### src/rtl/core/stc_pkg.sv
// Shared types and constants for the signed triad counter.
package stc_pkg;

  localparam int DEF_MAX_NODES = 256;

  localparam int CFG_W     = 9;
  localparam int IDX_IN_W  = 8;
  localparam int CELL_W    = 16;
  localparam int PAIR_W    = 16;
  localparam int PAIR_CW   = PAIR_W + 1;
  localparam int TRIAD_W   = 22;

  localparam logic [CFG_W-1:0] NODE_COUNT_RST = 9'd256;

  localparam logic CMD_WRITE = 1'b0;
  localparam logic CMD_COUNT = 1'b1;

  // stored sign codes
  localparam logic [1:0] SIGN_ZERO = 2'd0;
  localparam logic [1:0] SIGN_POS  = 2'd1;
  localparam logic [1:0] SIGN_NEG  = 2'd2;

  typedef enum logic [1:0] {
    RK_PAIR,
    RK_SIJ,
    RK_TRI
  } rd_kind_t;

  typedef enum logic [2:0] {
    W_IDLE,
    W_PAIR,
    W_SIJ,
    W_TRI,
    W_FIN
  } walk_state_t;

  // read request issued by the walker, one per cycle
  typedef struct packed {
    logic     valid;
    rd_kind_t kind;
    logic     fin;
  } stc_req_t;

endpackage

### src/rtl/core/stc_walker.sv
// Address sequencer: sweeps the pair cells, then every i<j<k triple.
module stc_walker #(
  parameter int MAX_NODES = stc_pkg::DEF_MAX_NODES,
  parameter int IDXW      = $clog2(MAX_NODES),
  parameter int NW        = $clog2(MAX_NODES + 1)
) (
  input  logic                 clk,
  input  logic                 rst_n,
  input  logic                 start,
  input  logic [NW-1:0]        n,
  output logic                 busy,
  output stc_pkg::stc_req_t    req,
  output logic [IDXW-1:0]      a_row,
  output logic [IDXW-1:0]      a_col,
  output logic [IDXW-1:0]      b_row,
  output logic [IDXW-1:0]      b_col
);

  stc_pkg::walk_state_t state_r, state_nxt;
  logic [IDXW-1:0] i_r, i_nxt, j_r, j_nxt, k_r, k_nxt;
  logic [NW-1:0]   n_r, n_nxt;
  logic [NW-1:0]   i_w, j_w, k_w;

  assign i_w  = NW'(i_r);
  assign j_w  = NW'(j_r);
  assign k_w  = NW'(k_r);
  assign busy = (state_r != stc_pkg::W_IDLE);

  always_ff @(posedge clk) begin
    if (!rst_n) begin
      state_r <= stc_pkg::W_IDLE;
    end else begin
      state_r <= state_nxt;
    end
    i_r <= i_nxt;
    j_r <= j_nxt;
    k_r <= k_nxt;
    n_r <= n_nxt;
  end

  always_comb begin
    state_nxt = state_r;
    i_nxt     = i_r;
    j_nxt     = j_r;
    k_nxt     = k_r;
    n_nxt     = n_r;
    req       = '0;
    a_row     = i_r;
    a_col     = j_r;
    b_row     = k_r;
    b_col     = i_r;
    unique case (state_r)
      stc_pkg::W_IDLE: begin
        if (start) begin
          n_nxt     = n;
          i_nxt     = '0;
          j_nxt     = '0;
          state_nxt = (n == '0) ? stc_pkg::W_FIN : stc_pkg::W_PAIR;
        end
      end
      stc_pkg::W_PAIR: begin
        req.valid = 1'b1;
        req.kind  = stc_pkg::RK_PAIR;
        if (j_w == n_r - NW'(1)) begin
          j_nxt = '0;
          if (i_w == n_r - NW'(1)) begin
            i_nxt     = '0;
            j_nxt     = IDXW'(1);
            state_nxt = (n_r >= NW'(3)) ? stc_pkg::W_SIJ : stc_pkg::W_FIN;
          end else begin
            i_nxt = i_r + IDXW'(1);
          end
        end else begin
          j_nxt = j_r + IDXW'(1);
        end
      end
      stc_pkg::W_SIJ: begin
        req.valid = 1'b1;
        req.kind  = stc_pkg::RK_SIJ;
        k_nxt     = j_r + IDXW'(1);
        state_nxt = stc_pkg::W_TRI;
      end
      stc_pkg::W_TRI: begin
        req.valid = 1'b1;
        req.kind  = stc_pkg::RK_TRI;
        a_row     = j_r;
        a_col     = k_r;
        b_row     = k_r;
        b_col     = i_r;
        if (k_w == n_r - NW'(1)) begin
          if (j_w == n_r - NW'(2)) begin
            if (i_w == n_r - NW'(3)) begin
              state_nxt = stc_pkg::W_FIN;
            end else begin
              i_nxt     = i_r + IDXW'(1);
              j_nxt     = i_r + IDXW'(2);
              state_nxt = stc_pkg::W_SIJ;
            end
          end else begin
            j_nxt     = j_r + IDXW'(1);
            state_nxt = stc_pkg::W_SIJ;
          end
        end else begin
          k_nxt = k_r + IDXW'(1);
        end
      end
      stc_pkg::W_FIN: begin
        req.fin   = 1'b1;
        state_nxt = stc_pkg::W_IDLE;
      end
      default: begin
        state_nxt = stc_pkg::W_IDLE;
      end
    endcase
  end

endmodule

### config.mk
export PLATFORM = sky130hd
export DESIGN_NAME = stc_walker
export DESIGN_NICKNAME = d
export VERILOG_FILES = /design/src/rtl/core/stc_pkg.sv /design/src/rtl/core/stc_walker.sv
export SDC_FILE = /design/constraint.sdc
export NUM_CORES = 1
export LEC_CHECK = 0
export BUFFER_PORTS_ARGS = -buffer_cell sky130_fd_sc_hd__buf_2
export CORE_MARGIN = 2
export CORE_UTILIZATION = 47
export DETAILED_ROUTE_END_ITERATION = 10
export GPL_ROUTABILITY_DRIVEN = 0
export PLACE_DENSITY = 0.75
export SLEW_MARGIN = 40
export SYNTH_ARGS = -nofsm -noshare
export SYNTH_HDL_FRONTEND = slang
export SYNTH_SLANG_ARGS = --single-unit
### constraint.sdc
create_clock -name clk -period 3.5 [get_ports clk]
set_input_delay 0.875 -clock clk [delete_from_list [all_inputs] [get_ports clk]]
set_output_delay 0.875 -clock clk [all_outputs]
set_load 0.02 [all_outputs]
==> results_dict.tcl, run 1 <==
set metrics [dict create \
    crit_slowest_cell "and3b_1" \
    area_delta_synth_final_pct 13.53 \
    drtPass1Iterations 5 \
    slew_viol_final 0 \
    syn_inst 371 \
    max_freq_mhz 297.7 \
    cts_max_level 2 \
    worstMarginPinSlew_ns 0.6928 \
    syn_avg_cell_area_um2 8.448 \
    postCtsSetupRepairBufs 0 \
    p_per_area_mw_per_mm2 570.5 \
    hold_viol 0 \
    clkSinkCount 36 \
    io_pins 49 \
    cts_tree "built" \
    routed_wl_um 8323 \
    cts_buffer_depth 2 \
    design_area_mm2 0.003558 \
    dp_hpwl_um 6220 \
    crit_path_max_incr_delay_ns 0.49 \
    period_minus_slack_ns 3.359 \
    rsz0062_at_grt "false" \
    yosysTopAreaCellShare 0.3162 \
    final.setup.worst_slack_ns 0.1411 \
    ys_seq_area_frac 0.3353 \
    criticalPathCategory "reg2reg" \
    cts_resized 0 \
    final-setup-viol-count 0 \
    antenna_cells 0 \
    synth_edf_count 33 \
    placed_area_mm2 0.003471 \
    synth_area_leader_cell "edfxtp_1" \
    cts.reportedPaths.clkPinSlew_ns 0.09 \
    cts_buffers 5 \
    die_area_mm2 0.007338 \
    hp-class "reg2reg" \
    status "completed" \
    dieWidth_um 85.66 \
    path_cells "inv_1 -> ha_1 -> a21boi_1 -> xnor2_1 -> a2111oi_0 -> o211ai_1 -> o31ai_1 -> o21ai_0 -> and3b_1" \
    tns_ns 0 \
    yosysMostFrequentCell "nand2_1" \
    max-cap-violations 0 \
    num_rows 29 \
    place_ws_ns 0.04549 \
    power.total_mw 2.030 \
    async_flop_share 0 \
    clk_latency_ns 0.30 \
    synth_common_cells "nand2_1, edfxtp_1, xnor2_1" \
    ant_nets 0 \
    antenna_found_initial 0 \
    synth_nets 392 \
    grt_max_degree 28 \
    synth-main-ff-cell "edfxtp_1" \
    num_vias 2918 \
    fin_worst_skew_ns 0.01731 \
    drc 0 \
    slew_headroom 0.5343 \
    grt-ovfl-total 0 \
    cp-end-kind "flop" \
    grt_usage 0.2403 \
    cp.arrival_ns 3.31 \
    worst_ir_drop_vdd_v 0.0003242 \
    ctsHoldBuffers 0 \
    first_iter_violations 187 \
    crit_path_start_kind "flop" \
    min_period_over_period 0.9597 \
    cp_max_fo 8 \
    final_net_count 436 \
    grt_pass1_wl_um 13890 \
    first_global_vias 2773 \
    drive_gt1_frac 0.1947 \
    dieHeight_um 85.66 \
    cts_root_buffer "clkbuf_8" \
    portBuffers 48 \
    yosys-top-cells-area "edfxtp_1, xnor2_1, nand2_1" \
    synth_cell_type_count 67 \
    viasPerCell 5.919 \
    start_util 0.4908 \
    p_leak_nw 1.451 \
    avgRoutedWirePerCell_um 16.88 \
    worstPathRequired_ns 3.46 \
    synth-seq-cells 36 \
    core_mm2 0.006386 \
    ys_warn_count 0 \
    syn_area_mm2 0.003134 \
]
-- critical path, delay by kind of cell (launching register included) --
kind / cells / cell delay, ns
and+or+nand+nor: 1 / 0.49
xor gates and xnor gates: 1 / 0.15
AOI/OAI and AO/OA: 5 / 1.61
adders and majority gates: 1 / 0.24
DFF: 1 / 0.40
buffers and inverters: 1 / 0.12
-- placed cells by master (no fill, tap or decap), types with 4 or more instances in the layout --
master    Yosys  routed
o21ai_0      14      14
a21oi_1      10      10
mux2i_1       4       4
xor2_1       22      22
nor2_1       31      30
and2_1        5       5
inv_1        12      12
and3_1        8       8
nand3_1      17      17
xnor2_1      33      33
nand2_1      57      57
clkbuf_8      0       5
nor4_1        4       4
ha_1          9       9
o22ai_1       7       7
buf_2         2      48
edfxtp_1     33      33
buf_4         0      14
or3_1         5       5
nor2b_1       6       6
nor3_1        9       9
-- registers in the layout (all words and copies together), names as in the netlist --
signal and flops:
n_r 9, b_row 8, b_col 8, j_r 8, state_r 3
-- kinds of logic (layout without fill, tap and decap cells) --
logic type / count (synthesis) / after routing / share of synthesized area
compound gates: 64 / 64 / 0.1457
xor+xnor: 56 / 56 / 0.1609
fa+ha+maj: 9 / 9 / 0.03593
buf+inv: 38 / 83 / 0.04910
flops: 36 / 36 / 0.3353
mux: 6 / 6 / 0.01996
simple gates: 162 / 162 / 0.2531
-- power by group --
part	switching, mW	internal [mW]	leakage (nW)
clock	0.159	0.142	0.0424
sequential	0.203	0.597	0.346
combinational	0.545	0.384	1.06
-- metal layers --
layer | wire [um] | vias up | GRT usage
met5 | 0 | - | 0
met4 | 85 | 0 | 0.06926
met3 | 673 | 8 | 0.04331
met2 | 3866 | 138 | 0.3849
met1 | 3698 | 1375 | 0.3337
li1 | - | 1397 | -
-- path summary, 6_finish.rpt --
kind | startpoint | end | slack (ns) | cells past startpoint
setup / recovery | n_r[1] | b_col[2] | 0.14 | 9
hold / removal | state_r[0] | state_r[1] | 0.68 | 2
setup reg to reg | n_r[1] | b_col[2] | 0.14 | 9
hold reg to reg | state_r[0] | state_r[1] | 0.68 | 2
-- stage by stage --
step	util	hold slack [ns]	instances
finish	0.5572	0.6847	493
global route	0.5572	0.7305	493
CTS	0.5568	0.6776	493
detailed placement	0.5435	0.6609	485
global placement	0.5435	0.6646	485
floorplan	-	0.5489	371
-- layout make-up --
class,instances,area (um^2)
Inverter,13,48.80
Clock buffer,7,76.32
Clock inverter,1,8.758
Sequential cell,36,1051
Multi-Input combinational cell,297,1932
Tap cell,77,96.34
Timing Repair Buffer,62,345.3
Fill cell,604,2828
Note: power is estimated with default switching activity, not from simulation.
==> run 2: changes to the inputs <==
--- a/config.mk
+++ b/config.mk
@@ -5,12 +5,13 @@
 export SDC_FILE = /design/constraint.sdc
 export NUM_CORES = 1
 export LEC_CHECK = 0
-export BUFFER_PORTS_ARGS = -buffer_cell sky130_fd_sc_hd__buf_2
+export CORE_ASPECT_RATIO = 0.9
 export CORE_MARGIN = 2
 export CORE_UTILIZATION = 47
 export DETAILED_ROUTE_END_ITERATION = 10
+export DONT_BUFFER_PORTS = 1
 export GPL_ROUTABILITY_DRIVEN = 0
-export PLACE_DENSITY = 0.75
+export PLACE_DENSITY = 0.68
 export SLEW_MARGIN = 40
 export SYNTH_ARGS = -nofsm -noshare
 export SYNTH_HDL_FRONTEND = slang
==> run 2 against run 1 <==
  * Die area is essentially flat
  * Fmax grew 5.9%
  * Routed wire length grew 4.7%
  * Highest routed layer unchanged
  * Register-to-register slack gained 0.19 ns
  * Global-route usage grew 0.23 points
  * Sequential power shrank 2%
  * Final area shrank 3.9%
  * Clock power grew 5%
  * Utilization shrank 3.2 points
  * First-iteration DRC count grew 36%
==> results_dict.tcl, run 2 (synthesis gave the netlist of run 1 again) <==
set metrics [dict create \
    cts_root_buffer "clkbuf_8" \
    num_rows 28 \
    finalNonFillerCells 469 \
    hold_viol 0 \
    min_period_over_period 0.9062 \
    tns_ns 0 \
    largest_reg_flops 9 \
    worstPathRequired_ns 3.57 \
    routed_wl_um 8713 \
    r2r_end "j_r[3]" \
    portBuffers 0 \
    cts.reportedPaths.clkPinSlew_ns 0.09 \
    p_per_area_mw_per_mm2 586.9 \
    io_pins 49 \
    grt_pass1_wl_um 13850 \
    first_iter_violations 254 \
    first_global_vias 2633 \
    grt_usage 0.2425 \
    slew_headroom 0.5015 \
    r2r_cells 9 \
    hp-class "in2reg" \
    final_cell_mix "nand2_1, xnor2_1, edfxtp_1" \
    r2r_slack_ns 0.33 \
    layout_commonest_cell "nand2_1" \
    top_register "n_r" \
    cts_tree "built" \
    min_path_cells 0 \
    grt-ovfl-total 0 \
    final_net_count 399 \
    cts_buffers 5 \
    cp_max_fo 9 \
    dpl.cell_count 460 \
    placed_area_mm2 0.003322 \
    slew_viol_final 0 \
    cts_buffer_depth 2 \
    viasPerCell 5.994 \
    criticalPathCategory "reg2reg" \
    dieWidth_um 90.08 \
    dp_hpwl_um 6570 \
    fin_worst_skew_ns 0.005763 \
    worst_ir_drop_vdd_v 0.0003337 \
    drive_gt1_frac 0.1240 \
    status "completed" \
    ant_nets 0 \
    ctsHoldBuffers 0 \
    num_vias 2811 \
    r2r-start "n_r[0]" \
    worstMarginPinSlew_ns 0.7461 \
    cp-startpoint "n_r[0]" \
    grt_max_degree 29 \
    design_area_mm2 0.003421 \
    area_delta_synth_final_pct 9.142 \
    cp-endpoint "j_r[3]" \
    die_area_mm2 0.007339 \
    antenna_found_initial 0 \
    rsz0062_at_grt "false" \
    cts_max_level 2 \
    clk_latency_ns 0.30 \
    cp-end-kind "flop" \
    clkSinkCount 36 \
    drc 0 \
    avgRoutedWirePerCell_um 18.58 \
    drtPass1Iterations 5 \
    p_leak_nw 1.309 \
    antenna_cells 0 \
    start_util 0.4810 \
    cp.arrival_ns 3.24 \
    final-setup-viol-count 0 \
    dieHeight_um 81.47 \
    max-cap-violations 0 \
    max_freq_mhz 315.3 \
    core_mm2 0.006516 \
    period_minus_slack_ns 3.172 \
    fin_util 0.5250 \
    crit_path_start_kind "flop" \
]
==> run 2: cell count changes in the layout (fill, tap and decap cells not counted) <==
cell,change
clkbuf_1,-2
and3b_2,+1
buf_4,+11
buf_2,-48
and3b_1,-1
clkinv_2,+2
==> run 2: layout make-up <==
type,instances,area (um^2)
Inverter,13,48.80
Sequential cell,36,1051
Clock inverter,3,18.77
Multi-Input combinational cell,297,1933
Timing Repair Buffer,25,187.7
Fill cell,630,3095
Clock buffer,5,68.82
Tap cell,90,112.6
==> run 2: worst min-delay path by stage <==
| stage | from | end |
|---|---|---|
| final | n[2] | n_r[2] |
| after global routing | n[7] | n_r[7] |
| after CTS | n[2] | n_r[2] |
| after detailed placement | state_r[0] | state_r[1] |
| after global placement | state_r[0] | state_r[1] |
| after floorplan | state_r[1] | state_r[0] |
==> run 2: stage by stage <==
| step | worst slack [ns] | hold WS [ns] | total power, mW |
|---|---|---|---|
| 3_3_place_gp | 0.3112 | 0.6682 | 1.659 |
| 3_5_place_dp | 0.1535 | 0.6788 | 1.677 |
| 5_1_grt | 0.1105 | 0.6603 | 2.126 |
| 2_1_floorplan | 0.2728 | 0.5489 | 1.433 |
| 6_report | 0.3283 | 0.6649 | 2.008 |
| 4_1_cts | 0.1372 | 0.6682 | 1.986 |
==> run 2: layer usage <==
layer,vias up,track usage,routed length (um)
met5,-,0,0
met4,0,0.08154,156
met3,19,0.05688,876
met2,134,0.3707,3751
met1,1330,0.3418,3929
li1,1328,-,-
==> run 2: timing repair <==
action / in CTS / in global routing
resized for setup: 0 / 3
endpoints found under the setup margin: 0 / 16
setup buffers: 0 / 1
==> run 2: report_power, final <==
part	leakage (nW)	total (mW)	switching (mW)	internal, mW
Clock	0.0479	0.317	0.178	0.139
Sequential	0.346	0.783	0.188	0.595
Combinational	0.916	0.907	0.557	0.350
==> run 2: worst max-delay path, stage by stage (launching register included) <==
cell	delay [ns]
edfxtp_1	0.55
inv_1	0.08
ha_1	0.37
xnor2_1	0.21
or3b_2	0.46
a221oi_1	0.43
and3_1	0.28
nor2b_1	0.27
nor2_2	0.10
buf_4	0.18
==> run 3: changes to the inputs <==
--- a/config.mk
+++ b/config.mk
@@ -11,7 +11,8 @@
 export DETAILED_ROUTE_END_ITERATION = 10
 export DONT_BUFFER_PORTS = 1
 export GPL_ROUTABILITY_DRIVEN = 0
-export PLACE_DENSITY = 0.68
+export PLACE_DENSITY = 0.66
+export SKIP_LAST_GASP = 1
 export SLEW_MARGIN = 40
 export SYNTH_ARGS = -nofsm -noshare
 export SYNTH_HDL_FRONTEND = slang
==> constraint.sdc (replaced) <==
create_clock -name clk -period 3.8 [get_ports clk]
set_input_delay 0.95 -clock clk [delete_from_list [all_inputs] [get_ports clk]]
set_output_delay 0.95 -clock clk [all_outputs]
set_load 0.02 [all_outputs]
==> run 3 against run 2 <==
  * Die area did not move
  * Critical path depth unchanged
  * Fmax shrank 7.9%
  * Clock power up 7.3%
  * Routed wire length down 3.3%
  * Register-to-register slack gained 0.03 ns
  * Worst hold slack improved by 0.049 ns
  * Setup slack better by 0.026 ns
  * Combinational power decreased by 21%
  * Sequential share of layout area grew 0.81 points
  * Largest power group is now registers
==> results_dict.tcl, run 3 (synthesis gave the netlist of run 1 again) <==
set metrics [dict create \
    design_area_mm2 0.003333 \
    max_freq_mhz 290.2 \
    grt_use_met3 0.05138 \
    r2r-start "n_r[1]" \
    top_register "n_r" \
    postCtsSetupRepairBufs 0 \
    dieHeight_um 81.47 \
    first_iter_violations 182 \
    cp.arrival_ns 3.43 \
    avgRoutedWirePerCell_um 18.52 \
    grt-busiest-layer "met2" \
    use_met2 0.3805 \
    cts_buffers 5 \
    hold_viol 0 \
    clk_latency_ns 0.29 \
    num_vias 2672 \
    placed_area_mm2 0.003224 \
    cts.reportedPaths.clkPinSlew_ns 0.08 \
    num_rows 28 \
    cp_max_fo 8 \
    largest_reg_flops 9 \
    cp-end-kind "flop" \
    max-cap-violations 0 \
    p_per_area_mw_per_mm2 556.9 \
    worstPathRequired_ns 3.79 \
    p_leak_nw 1.246 \
    crit_path_start_kind "flop" \
    min_from "state_r[0]" \
    final-setup-viol-count 0 \
    final_net_count 385 \
    rsz0062_at_grt "false" \
    tns_ns 0 \
    start_util 0.4810 \
    cp-startpoint "n_r[1]" \
    hp-class "reg2reg" \
    cts_resized 0 \
    ant_nets 0 \
    antenna_found_initial 0 \
    worstMarginPinSlew_ns 0.7492 \
    grt-ovfl-total 0 \
    final.setup.worst_slack_ns 0.3546 \
    core_mm2 0.006516 \
    clkSinkCount 36 \
    r2r_cells 9 \
    min_path_cells 2 \
    cts_root_buffer "clkbuf_8" \
    layout_commonest_cell "nand2_1" \
    slew_viol_final 0 \
    drive_gt1_frac 0.08493 \
    area_delta_synth_final_pct 6.347 \
    status "completed" \
    drc 0 \
    final_cell_mix "nand2_1, xnor2_1, edfxtp_1" \
    routed_wl_um 8426 \
    io_pins 49 \
    first_global_vias 2563 \
    ctsHoldBuffers 0 \
    viasPerCell 5.873 \
    cts_max_level 2 \
    criticalPathCategory "reg2reg" \
    use_met1 0.3310 \
    place_ws_ns 0.3147 \
    portBuffers 0 \
    worst_ir_drop_vdd_v 0.0004090 \
    min_period_over_period 0.9067 \
    die_area_mm2 0.007339 \
    cts_tree "built" \
    period_minus_slack_ns 3.445 \
    dieWidth_um 90.08 \
    drtPass1Iterations 4 \
    grt_pass1_wl_um 13770 \
    power.total_mw 1.856 \
    dp_hpwl_um 6317 \
    grt_max_degree 28 \
    slew_headroom 0.4994 \
    cts_buffer_depth 2 \
    grt_usage 0.2389 \
    antenna_cells 0 \
    fin_worst_skew_ns 0.01222 \
]
==> run 3: area by class of cell <==
cell class              count  area, um^2
inverters                  13       48.80
repair buffers             11       82.58
flip-flops and latches     36        1051
clock buffers               6       72.57
well taps                  90       112.6
fillers                   643        3183
multi-input cells         297        1931
clock inverters             2       35.03
==> run 3: worst max-delay path: stages, from the launching register on <==
cell	delay, ns
edfxtp_1	0.52
inv_1	0.17
ha_1	0.25
a21boi_0	0.40
xnor2_1	0.19
a2111oi_0	0.43
o211ai_1	0.18
o31ai_1	0.41
o21ai_0	0.20
and3b_2	0.39
==> run 3: report_power, final <==
part | internal, mW | switching, mW | leakage (nW)
Sequential | 0.550 | 0.248 | 0.346
Combinational | 0.291 | 0.427 | 0.845
Clock | 0.195 | 0.145 | 0.0552
==> run 3: routing by layer <==
| metal | share of wire | wire length (um) | vias to the layer above |
|---|---|---|---|
| met5 | 0 | 0 | - |
| met4 | 0.011 | 91 | 0 |
| met3 | 0.078 | 657 | 9 |
| met2 | 0.45 | 3797 | 97 |
| met1 | 0.46 | 3879 | 1267 |
| li1 | - | - | 1299 |
==> run 3: path summary, 6_finish.rpt <==
| path | to | slack [ns] |
|---|---|---|
| hold reg to reg | state_r[1] | 0.71 |
| setup reg to reg | b_col[4] | 0.35 |
| setup / recovery | b_col[4] | 0.35 |
| hold / removal | state_r[1] | 0.71 |
==> run 3: stage by stage <==
stage	cells	utilization	hold slack, ns
2_1_floorplan	371	-	0.5489
3_5_place_dp	447	0.4948	0.6727
6_report	455	0.5115	0.7138
5_1_grt	455	0.5115	0.7336
4_1_cts	455	0.5113	0.7016
3_3_place_gp	447	0.4948	0.6767
